## src/design/rdsst_pkg.sv

```systemverilog
package rdsst_pkg;

    localparam int PHASE_COUNT  = 16;
    localparam int WINDOW_DEPTH = 256;

    localparam int SAMPLE_W  = 16;
    localparam int MAG_W     = 16;
    localparam int PHASE_W   = $clog2(PHASE_COUNT);
    localparam int PTR_W     = $clog2(WINDOW_DEPTH);
    localparam int CNT_W     = $clog2(WINDOW_DEPTH + 1);
    localparam int SUM_W     = MAG_W + PTR_W;
    localparam int PROD_W    = SUM_W + CNT_W;
    localparam int SCAN_W    = $clog2(PHASE_COUNT + 1);
    localparam int EVT_W     = 8;
    localparam int HIST_AW   = PHASE_W + PTR_W;
    localparam int HIST_DEPTH = PHASE_COUNT << PTR_W;

    localparam int EVT_MAX   = 255;
    localparam int EVT_HALF  = PHASE_COUNT / 2;
    localparam int EVT_INIT  = (PHASE_COUNT > EVT_MAX) ? EVT_MAX : PHASE_COUNT;

    typedef struct packed {
        logic [PTR_W-1:0] ptr;
        logic [CNT_W-1:0] cnt;
        logic [SUM_W-1:0] sum;
    } slot_t;

    localparam int SLOT_W = $bits(slot_t);

    typedef struct packed {
        logic             hit;
        logic [MAG_W-1:0] mag;
        logic             sym;
    } evt_t;

    typedef struct packed {
        logic               clear;
        logic               take;
        logic [PHASE_W-1:0] idx;
        slot_t              word;
    } scan_req_t;

    function automatic logic [3:0] phase_field(input logic [PHASE_W-1:0] slot);
        logic [PHASE_W+3:0] ext;
        ext = {4'b0000, slot};
        return ext[3:0];
    endfunction

endpackage

```

## src/design/rdsst_best.sv

```systemverilog
module rdsst_best
    import rdsst_pkg::*;
(
    input  logic               clk,
    input  logic               rst_n,
    input  scan_req_t          req,
    output logic [PHASE_W-1:0] best_idx
);

    logic [SUM_W-1:0]   best_sum_reg;
    logic [CNT_W-1:0]   best_cnt_reg;
    logic [PHASE_W-1:0] best_idx_reg;
    logic [PROD_W-1:0]  lhs;
    logic [PROD_W-1:0]  rhs;
    logic               better;

    // exact average compare by cross-multiplication
    always_comb
    begin
        lhs    = PROD_W'(req.word.sum) * PROD_W'(best_cnt_reg);
        rhs    = PROD_W'(best_sum_reg) * PROD_W'(req.word.cnt);
        better = req.take && (req.word.cnt != '0) && (lhs > rhs);
    end

    always_ff @(posedge clk or negedge rst_n)
    begin
        if (!rst_n)
        begin
            best_sum_reg <= '0;
            best_cnt_reg <= CNT_W'(1);
            best_idx_reg <= '0;
        end
        else if (req.clear)
        begin
            best_sum_reg <= '0;
            best_cnt_reg <= CNT_W'(1);
            best_idx_reg <= '0;
        end
        else if (better)
        begin
            best_sum_reg <= req.word.sum;
            best_cnt_reg <= req.word.cnt;
            best_idx_reg <= req.idx;
        end
    end

    assign best_idx = best_idx_reg;

endmodule

```

## config.mk

```make
export PLATFORM = sky130hd
export DESIGN_NAME = rdsst_best
export DESIGN_NICKNAME = d
export VERILOG_FILES = /design/src/design/rdsst_pkg.sv /design/src/design/rdsst_best.sv
export SDC_FILE = /design/constraint.sdc
export NUM_CORES = 1
export LEC_CHECK = 0
export ABC_AREA = 1
export BUFFER_PORTS_ARGS = -buffer_cell sky130_fd_sc_hd__buf_2
export CAP_MARGIN = 20
export CORE_ASPECT_RATIO = 0.5
export CORE_UTILIZATION = 55
export DETAILED_ROUTE_END_ITERATION = 10
export GPL_TIMING_DRIVEN = 0
export PLACE_DENSITY = 0.68
export REMOVE_ABC_BUFFERS = 1
export SLEW_MARGIN = 20
export SYNTH_ARGS = -nofsm -noshare
export SYNTH_HDL_FRONTEND = slang
export SYNTH_SLANG_ARGS = --single-unit
```

## constraint.sdc

```tcl
create_clock -name clk -period 9.35 [get_ports clk]
set_input_delay 0.4675 -clock clk [delete_from_list [all_inputs] [get_ports clk]]
set_output_delay 0.4675 -clock clk [all_outputs]
set_load 0.01 [all_outputs]
```

==> run metrics <==
slowest cell on the critical path dfrtp_1; core area about 0.030 sq mm; Ant. Diodes 0; max-slew violation count 0; Initial Util between 50% and 60%; final WL between 40000 and 50000 um; largest stage delay on the critical path approximately 1.1 ns; dominant cells by area after synthesis fa_1, nand2_1, inv_1; cell area after layout approximately 0.017 sq mm; status completed; drc violations 0; most frequent cells in the layout nand2_1, inv_1, fa_1; number of unique standard cell types used by synthesis 34; remaining global-route overflow 0; clk sinks 37; Worst slew margin 21.5%; Seq/Total Area, Yosys under 10%; setup violators final 0; RSZ-0062 raised after global routing no; arrival time worst endpoint ~7.7 ns; Worst Path Max Fanout 38; root buffer cell clkbuf_16; Critical Path Sink Type flop; most used cell, CP nand2_1; Syn. warnings 0; total track usage 29.2%; Hold-fix buffers, CTS 0; CTS buffer count 5; Top Ports between 50 and 60; post-CTS setup buffer count 0; min Tclk post-route 7.53 ns; Main synth FF type dfrtp_1; Slew @ Worst Pin 1.18 ns; Post-DP Area 0.0172 sq mm; wire length per cell 15.8 um; # rows 44; Clk pin slew, worst setup/hold paths 0.06 ns; initial antenna violation count 0; fin crit share slightly above 80%; worst min-delay path category in2async; Cells after Synth roughly 2400; GPL Wtd Cong 0.970; Post-Syn Area per Cell between 7 and 8 sq um; die extent in y 126 um; number of global-route vias before repair between 10000 and 15000; Post-DP HPWL 34900 um; nets 2834; share of post-route cells with drive strength above 1 around 3.6%; Port-buffer cells 44; CTS tree yes; Mapped Area ~0.017 sq mm; Area Growth Syn to Fin 2.51%; Worst-Skew Late Latency 0.28 ns; DR vias/cell 5.15; final setup TNS 0 ns; first drt pass iteration count 5; post-synthesis register bit count 37; first-pass GRT wire length ~74000 um; CTS resizes 0; Initial DRC Count 914; max-cap viol count 0; required time of the critical path 9.50 ns; clk_skew around 0.0078 ns; die area 0.0315 sq mm; Peak Freq 0.133 GHz; number of flops mapped to enable cells by yosys 0; largest net degree at the start of global routing 75; area leader, netlist fa_1; H-Tree Depth 2; Crit Path Class reg2reg; via count approximately 14000; Die Span X approximately 250 um; Fin. Hold Viols 0; most common cell after layout, fill and taps aside nand2_1; CTS Buffer Depth 2; Post-synth ARST share between 90% and 100%; Worst setup SP type flop; ANT nets after route 0; Yosys top cell area share a little under two fifths; Largest register FFs 24
-- cells in the mapped netlist (all sizes together), types with 27 or more instances --
| cell type | n |
|---|---|
| a21oi | 73 |
| fa | 310 |
| nand3 | 83 |
| buf | 33 |
| nand2 | 701 |
| inv | 690 |
| nor2 | 90 |
| dfrtp | 36 |
| nand4 | 47 |
| clkbuf | 87 |
| ha | 139 |
| o21ai | 27 |
-- path summary, 6_finish.rpt --
| check | start | depth (start not counted) | to | slack (ns) |
|---|---|---|---|---|
| max | best_cnt_reg[1]$_DFFE_PN0P_ | 30 | best_sum_reg[18]$_DFFE_PN0P_ | 1.82 |
| min | rst_n | 1 | best_idx[3]$_DFFE_PN0P_ | 0.27 |
| max reg2reg | best_cnt_reg[1]$_DFFE_PN0P_ | 30 | best_sum_reg[18]$_DFFE_PN0P_ | 1.82 |
| min reg2reg | best_idx[2]$_DFFE_PN0P_ | 2 | best_idx[2]$_DFFE_PN0P_ | 0.50 |
| max in group asynchronous | rst_n | 1 | best_cnt_reg[3]$_DFFE_PN0P_ | 8.52 |
| min in group clk | req[44] | 3 | best_idx[3]$_DFFE_PN0P_ | 0.44 |
-- layout make-up --
class                   count  area [sq um]
flip-flops and latches     37           932
well taps                 391           489
clock buffers               6           129
multi-input cells        1557         12900
clock inverters             2          38.8
inverters                 690          2590
repair buffers             45           248
fillers                  2860         12300
-- cell families after synthesis --
group,synth area share (%)
AOI/OAI and AO/OA,3.78
and+or+nand+nor,23.1
DFF,5.48
adders and majority gates,46.9
buffers and inverters,18.2
xor gates and xnor gates,2.43
-- per-layer routing --
layer,vias to the layer above,share of wire [%],global-route usage [%]
met4,0,1.5,5.56
met3,55,8.3,6.61
met2,376,46,48.9
met1,6851,44,39.2
li1,6764,-,-
met5,-,0,0
-- stage by stage --
step	cells	hold slack [ns]	setup slack, ns	util [%]
floorplan	2284	0.172	2.84	-
global placement	2719	0.484	1.09	57.9
detailed placement	2720	0.494	1.96	58.0
CTS	2728	0.297	1.91	58.6
global route	2728	0.346	1.26	58.6
finish	2728	0.272	1.82	58.6
-- worst max-delay path, delay by kind of cell (launching register included) --
family | cells | cell delay (ns)
AND/OR/NAND/NOR | 19 | 3.19
buffers and inverters | 5 | 0.33
adder cells (fa/ha/maj) | 6 | 2.77
flip-flops | 1 | 1.07
Power is not shown: default switching activity piles up to over one toggle a cycle in this logic, so the estimate is an artifact.
