**src/design/rdsst_pkg.sv**
```systemverilog
package rdsst_pkg;

    localparam int PHASE_COUNT  = 16;
    localparam int WINDOW_DEPTH = 256;

    localparam int SAMPLE_W  = 16;
    localparam int MAG_W     = 16;
    localparam int PHASE_W   = $clog2(PHASE_COUNT);
    localparam int PTR_W     = $clog2(WINDOW_DEPTH);
    localparam int CNT_W     = $clog2(WINDOW_DEPTH + 1);
    localparam int SUM_W     = MAG_W + PTR_W;
    localparam int PROD_W    = SUM_W + CNT_W;
    localparam int SCAN_W    = $clog2(PHASE_COUNT + 1);
    localparam int EVT_W     = 8;
    localparam int HIST_AW   = PHASE_W + PTR_W;
    localparam int HIST_DEPTH = PHASE_COUNT << PTR_W;

    localparam int EVT_MAX   = 255;
    localparam int EVT_HALF  = PHASE_COUNT / 2;
    localparam int EVT_INIT  = (PHASE_COUNT > EVT_MAX) ? EVT_MAX : PHASE_COUNT;

    typedef struct packed {
        logic [PTR_W-1:0] ptr;
        logic [CNT_W-1:0] cnt;
        logic [SUM_W-1:0] sum;
    } slot_t;

    localparam int SLOT_W = $bits(slot_t);

    typedef struct packed {
        logic             hit;
        logic [MAG_W-1:0] mag;
        logic             sym;
    } evt_t;

    typedef struct packed {
        logic               clear;
        logic               take;
        logic [PHASE_W-1:0] idx;
        slot_t              word;
    } scan_req_t;

    function automatic logic [3:0] phase_field(input logic [PHASE_W-1:0] slot);
        logic [PHASE_W+3:0] ext;
        ext = {4'b0000, slot};
        return ext[3:0];
    endfunction

endpackage

```
**src/design/rdsst_event.sv**
```systemverilog
module rdsst_event
    import rdsst_pkg::*;
(
    input  logic                       clk,
    input  logic                       rst_n,
    input  logic                       take,
    input  logic signed [SAMPLE_W-1:0] rds,
    input  logic signed [SAMPLE_W-1:0] re,
    input  logic signed [SAMPLE_W-1:0] im,
    output evt_t                       evt
);

    logic signed [SAMPLE_W-1:0] last_rds_reg;
    logic signed [SAMPLE_W-1:0] last_re_reg;
    logic signed [SAMPLE_W-1:0] last_im_reg;
    logic signed [1:0]          last_rs_reg;
    logic signed [1:0]          last_is_reg;

    logic signed [1:0]          rs;
    logic signed [1:0]          is_;
    logic signed [2:0]          rsum;
    logic signed [2:0]          isum;
    logic [MAG_W-1:0]           close_cur;
    logic [MAG_W-1:0]           close_last;
    logic signed [SAMPLE_W-1:0] chosen;

    function automatic logic signed [1:0] sgn(input logic signed [SAMPLE_W-1:0] v);
        logic signed [1:0] s;
        if (v == '0)
        begin
            s = 2'sd0;
        end
        else if (v[SAMPLE_W-1])
        begin
            s = -2'sd1;
        end
        else
        begin
            s = 2'sd1;
        end
        return s;
    endfunction

    function automatic logic [MAG_W-1:0] mag(input logic signed [SAMPLE_W-1:0] v);
        logic signed [SAMPLE_W:0] w;
        logic signed [SAMPLE_W:0] n;
        w = {v[SAMPLE_W-1], v};
        n = -w;
        return v[SAMPLE_W-1] ? n[MAG_W-1:0] : w[MAG_W-1:0];
    endfunction

    function automatic logic [MAG_W-1:0] closeness(input logic signed [SAMPLE_W-1:0] a,
                                                   input logic signed [SAMPLE_W-1:0] b);
        logic [MAG_W-1:0] ma;
        logic [MAG_W-1:0] mb;
        ma = mag(a);
        mb = mag(b);
        return (ma < mb) ? ma : mb;
    endfunction

    always_comb
    begin
        rs         = sgn(re);
        is_        = sgn(im);
        rsum       = {last_rs_reg[1], last_rs_reg} + {rs[1], rs};
        isum       = {last_is_reg[1], last_is_reg} + {is_[1], is_};
        close_cur  = closeness(re, im);
        close_last = closeness(last_re_reg, last_im_reg);
        chosen     = (close_cur < close_last) ? rds : last_rds_reg;
        evt.hit    = (rsum == 3'sd0) || (isum == 3'sd0) || (rs == 2'sd0) || (is_ == 2'sd0);
        evt.mag    = mag(chosen);
        evt.sym    = !chosen[SAMPLE_W-1] && (chosen != '0);
    end

    always_ff @(posedge clk or negedge rst_n)
    begin
        if (!rst_n)
        begin
            last_rds_reg <= '0;
            last_re_reg  <= '0;
            last_im_reg  <= '0;
            last_rs_reg  <= '0;
            last_is_reg  <= '0;
        end
        else if (take)
        begin
            last_rds_reg <= rds;
            last_re_reg  <= re;
            last_im_reg  <= im;
            last_rs_reg  <= rs;
            last_is_reg  <= is_;
        end
    end

endmodule

```
**config.mk**
```make
export PLATFORM = sky130hd
export DESIGN_NAME = rdsst_event
export DESIGN_NICKNAME = d
export VERILOG_FILES = /design/src/design/rdsst_pkg.sv /design/src/design/rdsst_event.sv
export SDC_FILE = /design/constraint.sdc
export NUM_CORES = 1
export LEC_CHECK = 0
export BUFFER_PORTS_ARGS = -buffer_cell sky130_fd_sc_hd__buf_4
export CORE_ASPECT_RATIO = 0.75
export CORE_UTILIZATION = 64
export DETAILED_ROUTE_END_ITERATION = 16
export GPL_ROUTABILITY_DRIVEN = 0
export HOLD_SLACK_MARGIN = 0.08
export PLACE_DENSITY = 0.92
export SYNTH_ARGS = -nofsm -noshare
export SYNTH_HDL_FRONTEND = slang
export SYNTH_SLANG_ARGS = --single-unit
```
**constraint.sdc**
```tcl
create_clock -name clk -period 17.61 [get_ports clk]
set_input_delay 0.8805 -clock clk [delete_from_list [all_inputs] [get_ports clk]]
set_output_delay 0.8805 -clock clk [all_outputs]
set_load 0.01 [all_outputs]
```
==> impl_summary.log, run 1 <==
INFO  metric die_area = 8720 µm²
INFO  metric mappedNetlistNets = 717
INFO  metric postSynth.asyncResetShare = 100%
INFO  metric clock.fmax = 107 MHz
INFO  metric numCtsBuffers = 5
INFO  metric via_per_inst = 6.67
INFO  metric remaining_routing_drc_violations = 0
INFO  metric rsz0062_at_grt = no
INFO  metric grt_pass1_wl = 24500 µm
INFO  metric cellPowerDensity = 102 nW/µm²
INFO  metric netlist_area = 5340 µm²
INFO  metric pin_count = 69
INFO  metric yosys_warnings = 0
INFO  metric clk_root_buffer_cell = sky130_fd_sc_hd__clkbuf_8
INFO  metric final.fill_count = 576
INFO  metric cts_sinks = 52
INFO  metric post_route_utilization = 75.2%
INFO  metric layout_setup_ws = 8.26 ns
INFO  metric tritoncts = done
INFO  metric die-height = 81.1 µm
INFO  metric netlist_instances = 610
INFO  metric setup.worst_path.end_class = primary output
INFO  metric totalNegativeSetupSlack = 0 ns
INFO  metric placement.cell_area = 5880 µm²
INFO  metric synth.lib_cells_used.distinct = 59
INFO  metric arrival_time_at_the_worst_endpoint = 8.47 ns
INFO  metric synth_flop_cell = sky130_fd_sc_hd__dfrtp_1
INFO  metric routed_wirelength = 15800 µm
INFO  metric cell_accounting_for_the_most_synthesized_area = sky130_fd_sc_hd__dfrtp_1
INFO  metric drt-initial-drc-count = 636
INFO  metric rows = 28
INFO  metric run_status = finished clean
INFO  metric drv_slew = 0
INFO  metric r2r-start = last_re_reg[15]$_DFFE_PN0P_
INFO  metric worst_r2r_endpoint = last_re_reg[15]$_DFFE_PN0P_
INFO  metric port_buffers = 68
INFO  metric critical_path_peak_fanout = 30
INFO  metric worst-r2r-cell-count = 2
INFO  metric synth_seq_area_share = 24.4%
INFO  metric largest_net_degree_at_the_start_of_global_routing = 60
INFO  metric antenna_violating_nets_post_route = 0
INFO  metric design_area = 6000 µm²
INFO  metric timing.max_slew.rel_slack = 46.3%
INFO  metric timing_worst_setup_path_type = reg2out
INFO  metric share_of_post_route_cells_with_drive_strength_above_1 = 21.0%
INFO  metric htree_num_levels = 2
INFO  metric route.vias.total = 5119
INFO  metric ctsHoldBuffers = 0
INFO  metric finalHoldViolCount = 0
INFO  metric hold_class = reg2reg
INFO  metric skew = 0 ns
INFO  metric grtUsageTotal = 37.1%
INFO  metric setup-violations-final = 0
INFO  metric starting_density_of_the_core = 66.9%
INFO  metric cts_buffer_depth = 2
INFO  metric cap_viol_max_count = 0
INFO  metric timing.critical_path.to = evt[5]
INFO  metric cts.repair.resized = 0
INFO  metric worst_ir_drop_vdd = 0.0645 mV
INFO  metric synth_area_per_cell = 8.76 µm²
INFO  metric min_delay_path_depth = 1
INFO  metric grt_antenna_before_repair = 0
INFO  metric timing.critical_path.required = 16.73 ns
INFO  metric finish.net_count = 768
INFO  metric die-width = 107 µm
INFO  metric worst-slew-pin-transition = 0.803 ns
INFO  metric average_wire_per_cell_in_the_routed_design = 20.6 µm
INFO  metric static-leakage-power = 2.57 nW
INFO  metric place.detailed.hpwl = 12100 µm
INFO  metric final_common_cell = sky130_fd_sc_hd__buf_4
INFO  metric area.growth.synth_to_final = 12.4%
INFO  metric yosys-top-cells-area = sky130_fd_sc_hd__dfrtp_1, sky130_fd_sc_hd__ha_1, sky130_fd_sc_hd__mux2_2, sky130_fd_sc_hd__xnor2_1, sky130_fd_sc_hd__xor2_1
INFO  metric timing.final.crit_share = 53.1%
INFO  metric nature_of_the_critical_path_startpoint = flip-flop
INFO  metric cts.reportedPaths.clkPinSlew = 0.10 ns
INFO  metric grt_remaining_overflow = 0
INFO  metric final_period_minus_worst_setup_slack = 9.35 ns
INFO  metric preCtsSetupSlack = 8.66 ns
INFO  metric detail_route.first_pass.iterations = 5
INFO  metric grt_pass1_vias = 4914
INFO  metric core_region_area = 7990 µm²
INFO  metric layout_common_cells = sky130_fd_sc_hd__buf_4, sky130_fd_sc_hd__nand2_1, sky130_fd_sc_hd__o21ai_0
INFO  metric synth-seq-cells = 52
INFO  metric post-layout-total-power = 0.614 mW
INFO  metric synth_edf_count = 0
INFO  metric crit_start = last_re_reg[3]$_DFFE_PN0P_
INFO  metric antenna_cells = 0
INFO  metric worst-r2r-setup-slack = 16.48 ns
INFO  metric postCtsSetupBuffers = 0
INFO  metric clock_network_latency_to_the_later_pin_of_the_worst_skew_pair = 0.33 ns
INFO  metric netlist.area_leader.share = 24.4%
-- through the flow --
stage / std cells / hold WS [ns]
3_3_place_gp: 759 / 0.499
2_1_floorplan: 610 / 0.487
4_1_cts: 767 / 0.535
5_1_grt: 767 / 0.552
6_report: 767 / 0.530
3_5_place_dp: 759 / 0.513
-- logic make-up (layout without fill, tap and decap cells) --
| group | count (synthesis) | in the layout | share of synthesized area (%) |
|---|---|---|---|
| adders and majority gates | 56 | 56 | 13.7 |
| xor gates and xnor gates | 76 | 76 | 12.5 |
| and+or+nand+nor | 161 | 161 | 15.2 |
| AOI/OAI and AO/OA | 164 | 164 | 19.8 |
| muxes | 52 | 52 | 10.8 |
| buffers and inverters | 49 | 101 | 3.63 |
| DFF | 52 | 52 | 24.4 |
-- Yosys cell counts (all sizes together), types with 4 or more instances --
cell,instances
fa,4
ha,52
xnor2,39
buf,8
mux2,44
or2,4
o31ai,19
nand2b,5
nand3,6
nand2,61
a21o,4
nor4,6
inv,25
or4,11
a21oi,37
xor2,37
mux2i,8
nor2,36
clkbuf,16
o41ai,13
or3,10
nor3,11
dfrtp,52
o21ai,71
-- final cells by class --
class,count,area [µm²],area share (%)
clock buffer,6,82.6,1.38
clock inverter,2,38.8,0.646
inverter,25,93.8,1.56
multi-input combinational,509,3850,64.1
sequential,52,1300,21.7
tap,105,131,2.19
timing repair buffer,68,510,8.50
-- critical path: stages (launching register included) --
cell	delay [ns]
sky130_fd_sc_hd__dfrtp_1	0.45
sky130_fd_sc_hd__or4_1	0.61
sky130_fd_sc_hd__or3_4	0.39
sky130_fd_sc_hd__nor4_2	0.25
sky130_fd_sc_hd__nand3_1	0.21
sky130_fd_sc_hd__nor4_1	0.50
sky130_fd_sc_hd__ha_1	0.27
sky130_fd_sc_hd__and4_1	0.26
sky130_fd_sc_hd__nand2_1	0.13
sky130_fd_sc_hd__a2111oi_4	0.33
sky130_fd_sc_hd__or3_1	0.69
sky130_fd_sc_hd__o21ai_0	0.27
sky130_fd_sc_hd__ha_1	0.35
sky130_fd_sc_hd__nand4_1	0.11
sky130_fd_sc_hd__a2111oi_2	0.42
sky130_fd_sc_hd__o2111ai_1	0.26
sky130_fd_sc_hd__o311ai_2	0.45
sky130_fd_sc_hd__or2_4	0.45
sky130_fd_sc_hd__mux2i_1	0.31
sky130_fd_sc_hd__ha_1	0.29
sky130_fd_sc_hd__inv_1	0.15
sky130_fd_sc_hd__or3_1	0.38
sky130_fd_sc_hd__nor3_1	0.14
sky130_fd_sc_hd__a221o_1	0.17
sky130_fd_sc_hd__xor2_1	0.14
sky130_fd_sc_hd__buf_4	0.14
-- layer usage --
layer	wire (µm)	vias to the layer above	track usage, %
li1	-	2317	-
met1	6390	2441	47.0
met2	7290	311	60.9
met3	1700	50	10.5
met4	401	0	13.0
met5	0	-	0
-- how the worst min path moves through the flow --
| stage | start | end | slack [ns] |
|---|---|---|---|
| finish | last_rs_reg[0]$_DFFE_PN0P_ | last_rs_reg[0]$_DFFE_PN0P_ | 0.53 |
| global route | last_rs_reg[0]$_DFFE_PN0P_ | last_rs_reg[0]$_DFFE_PN0P_ | 0.55 |
| CTS | last_rs_reg[0]$_DFFE_PN0P_ | last_rs_reg[0]$_DFFE_PN0P_ | 0.53 |
| detailed placement | last_rs_reg[0]$_DFFE_PN0P_ | last_rs_reg[0]$_DFFE_PN0P_ | 0.51 |
| global placement | last_rs_reg[0]$_DFFE_PN0P_ | last_rs_reg[0]$_DFFE_PN0P_ | 0.50 |
| floorplan | last_rs_reg[0]$_DFFE_PN0P_ | last_rs_reg[0]$_DFFE_PN0P_ | 0.49 |
-- report_power, final --
| group | internal [mW] | total, mW | switching, mW |
|---|---|---|---|
| Combinational | 0.160 | 0.375 | 0.214 |
| Clock | 0.0466 | 0.0913 | 0.0448 |
| Sequential | 0.131 | 0.148 | 0.0170 |
Note: power is estimated with default switching activity, not from simulation.
==> run 2, diff against run 1 <==
- CORE_UTILIZATION: 64 -> 60
- PLACE_DENSITY: 0.92 -> 0.87
- clock period: 17.61 -> 9.8 ns (I/O delays scaled with it)
==> run 2 against run 1 <==
  * The run now ends with DRC left
  * Combinational power is 81% higher
  * Utilization is 4.8 points lower
  * Power is 83% higher
  * Clock-buffer cell count is 1 lower
  * Die area is 6.5% higher
  * Register-to-register slack worse by 7.8 ns
  * Routed wire length is 0.48% lower
  * Clock power is 92% higher
  * Sequential share of layout area is 0.072 points lower
  * Via count is 0.21% lower
  * Clock skew stayed put
  * Largest power group unchanged
==> impl_summary.log, run 2 (synthesis gave the netlist of run 1 again) <==
INFO  metric via_per_inst = 6.64 (-0.47%)
INFO  metric cellPowerDensity = 186 nW/µm² (+82%)
INFO  metric rows = 29 (+3.6%)
INFO  metric detail_route.first_pass.iterations = 12 (+7)
INFO  metric critical_path_peak_fanout = 30 (unchanged)
INFO  metric area.growth.synth_to_final = 12.8%
INFO  metric finish.net_count = 768 (unchanged)
INFO  metric die-height = 83.7 µm (+3.2%)
INFO  metric finalHoldViolCount = 0 (unchanged)
INFO  metric nature_of_the_critical_path_startpoint = flip-flop
INFO  metric grt_antenna_before_repair = 0 (unchanged)
INFO  metric skew = 0 ns (unchanged)
INFO  metric layout_common_cells = sky130_fd_sc_hd__buf_4, sky130_fd_sc_hd__nand2_1, sky130_fd_sc_hd__o21ai_0
INFO  metric cts.reportedPaths.clkPinSlew = 0.07 ns (-0.03 ns)
INFO  metric grt_remaining_overflow = 0 (unchanged)
INFO  metric finalHoldWorstSlack = 0.237 ns (-0.293 ns)
INFO  metric setup-violations-final = 0 (unchanged)
INFO  metric layout_setup_ws = 1.10 ns (-7.16 ns)
INFO  metric setup.worst_path.end_class = primary output
INFO  metric ctsHoldBuffers = 0 (unchanged)
INFO  metric postCtsSetupBuffers = 0 (unchanged)
INFO  metric worst-slew-pin-transition = 0.847 ns (+0.0435 ns)
INFO  metric final.fill_count = 654 (+14%)
INFO  metric drv_slew = 0 (unchanged)
INFO  metric port_buffers = 68 (unchanged)
INFO  metric tritoncts = done
INFO  metric cts_buffer_depth = 2 (unchanged)
INFO  metric die-width = 111 µm (+3.2%)
INFO  metric arrival_time_at_the_worst_endpoint = 8.21 ns (-0.26 ns)
INFO  metric cap_viol_max_count = 0 (unchanged)
INFO  metric timing.final.crit_share = 88.8%
INFO  metric antenna_violating_nets_post_route = 0 (unchanged)
INFO  metric worst_ir_drop_vdd = 0.126 mV (+96%)
INFO  metric final_common_cell = sky130_fd_sc_hd__buf_4
INFO  metric antenna_cells = 0 (unchanged)
INFO  metric clock_network_latency_to_the_later_pin_of_the_worst_skew_pair = 0.29 ns (-0.04 ns)
INFO  metric drt-initial-drc-count = 555 (-13%)
INFO  metric placed_cells = 762 (+0.40%)
INFO  metric pin_count = 69 (unchanged)
INFO  metric timing.max_slew.rel_slack = 43.4% (-2.9 points)
INFO  metric clk_root_buffer_cell = sky130_fd_sc_hd__clkbuf_16
INFO  metric place.detailed.hpwl = 12200 µm (+0.42%)
INFO  metric static-leakage-power = 2.57 nW (+0.17%)
INFO  metric preCtsSetupSlack = 1.46 ns (-7.19 ns)
INFO  metric grt_pass1_wl = 25100 µm (+2.4%)
INFO  metric worst-r2r-setup-slack = 8.66 ns (-7.82 ns)
INFO  metric cts.repair.resized = 0 (unchanged)
INFO  metric timing_worst_setup_path_type = reg2out
INFO  metric finalNonFillerCells = 769 (+0.26%)
INFO  metric cts_sinks = 52 (unchanged)
INFO  metric share_of_post_route_cells_with_drive_strength_above_1 = 20.9% (-0.12 points)
INFO  metric totalNegativeSetupSlack = 0 ns (unchanged)
INFO  metric routed_wirelength = 15700 µm (-0.48%)
INFO  metric hold_class = in2async
INFO  metric htree_num_levels = 2 (unchanged)
INFO  metric remaining_routing_drc_violations = 4 (+4)
INFO  metric multi_input_area = 3850 µm² (unchanged)
INFO  metric largest_net_degree_at_the_start_of_global_routing = 60 (unchanged)
INFO  metric timing.critical_path.required = 9.31 ns (-7.42 ns)
INFO  metric failed_checks = DRC
INFO  metric die_area = 9290 µm² (+6.5%)
INFO  metric route.vias.total = 5108 (-0.21%)
INFO  metric grtUsageTotal = 34.6% (-2.5 points)
INFO  metric run_status = finished with violations
INFO  metric core_region_area = 8560 µm² (+7.2%)
INFO  metric clock.fmax = 115 MHz
INFO  metric sequential_cell_area = 1300 µm² (unchanged)
INFO  metric average_wire_per_cell_in_the_routed_design = 20.4 µm (-0.74%)
INFO  metric grt_pass1_vias = 5037 (+2.5%)
INFO  metric numCtsBuffers = 5 (unchanged)
INFO  metric post-layout-total-power = 1.12 mW (+83%)
INFO  metric final_period_minus_worst_setup_slack = 8.70 ns
INFO  metric rsz0062_at_grt = no
INFO  metric starting_density_of_the_core = 62.4% (-4.5 points)
run 2: cell count changes in the layout (fill, tap and decap cells not counted):
| cell | before | now |
|---|---|---|
| sky130_fd_sc_hd__clkinv_2 | 0 | 1 |
| sky130_fd_sc_hd__clkinv_4 | 1 | 0 |
| sky130_fd_sc_hd__bufinv_16 | 1 | 0 |
| sky130_fd_sc_hd__clkinvlp_4 | 0 | 1 |
| sky130_fd_sc_hd__clkbuf_16 | 0 | 5 |
| sky130_fd_sc_hd__clkbuf_8 | 6 | 0 |
run 2: stage by stage:
step | utilization [%] | area [µm²]
after global placement | 68.7 | 5890
after floorplan | - | 5340
after CTS | 70.4 | 6020
final | 70.4 | 6020
after detailed placement | 68.7 | 5890
after global routing | 70.4 | 6020
run 2: worst max-delay path: stages (launching register included):
cell and delay, ns:
sky130_fd_sc_hd__dfrtp_1 0.43, sky130_fd_sc_hd__or4_1 0.58, sky130_fd_sc_hd__or3_4 0.38, sky130_fd_sc_hd__nor4_2 0.18, sky130_fd_sc_hd__nand3_1 0.19, sky130_fd_sc_hd__o31ai_2 0.25, sky130_fd_sc_hd__xnor2_1 0.13, sky130_fd_sc_hd__ha_1 0.31
sky130_fd_sc_hd__and4_1 0.24, sky130_fd_sc_hd__nand2_1 0.11, sky130_fd_sc_hd__a2111oi_4 0.29, sky130_fd_sc_hd__or3_1 0.67, sky130_fd_sc_hd__o21ai_0 0.26, sky130_fd_sc_hd__ha_1 0.38, sky130_fd_sc_hd__nand4_1 0.13, sky130_fd_sc_hd__a2111oi_2 0.45
sky130_fd_sc_hd__o2111ai_1 0.28, sky130_fd_sc_hd__o311ai_2 0.41, sky130_fd_sc_hd__or2_4 0.43, sky130_fd_sc_hd__mux2i_1 0.33, sky130_fd_sc_hd__ha_1 0.30, sky130_fd_sc_hd__inv_1 0.13, sky130_fd_sc_hd__or3_1 0.38, sky130_fd_sc_hd__nor3_1 0.14
sky130_fd_sc_hd__a221o_1 0.18, sky130_fd_sc_hd__xor2_1 0.20, sky130_fd_sc_hd__buf_4 0.15
run 2: metal layers:
layer  wire length [µm]  GRT usage [%]
met5                  0              0
met4                459           11.2
met3               1830           10.2
met2               6740           53.1
met1               6680           46.6
run 2: worst paths after layout:
check                                       startpoint                          end  depth (start not counted)
min in group clk                                rds[4]  last_rds_reg[4]$_DFFE_PN0P_                          2
hold reg to reg             last_rs_reg[0]$_DFFE_PN0P_   last_rs_reg[0]$_DFFE_PN0P_                          1
setup / recovery            last_re_reg[3]$_DFFE_PN0P_                       evt[5]                         26
hold / removal                                   rst_n   last_re_reg[9]$_DFFE_PN0P_                          1
setup reg to reg           last_re_reg[15]$_DFFE_PN0P_  last_re_reg[15]$_DFFE_PN0P_                          2
max in group asynchronous                        rst_n   last_im_reg[0]$_DFFE_PN0P_                          1
run 2: final cells by class:
type / count / share of cell area, %
flip-flops and latches: 52 / 21.6
multi-input cells: 509 / 63.8
clock inverters: 2 / 0.208
clock buffers: 5 / 2.08
well taps: 108 / 2.24
repair buffers: 68 / 8.47
inverters: 25 / 1.56
run 2: power breakdown:
| part | switching (mW) | leakage [nW] | internal [mW] |
|---|---|---|---|
| Sequential | 0.0309 | 0.606 | 0.235 |
| Clock | 0.0822 | 0.0657 | 0.0930 |
| Combinational | 0.390 | 1.90 | 0.290 |
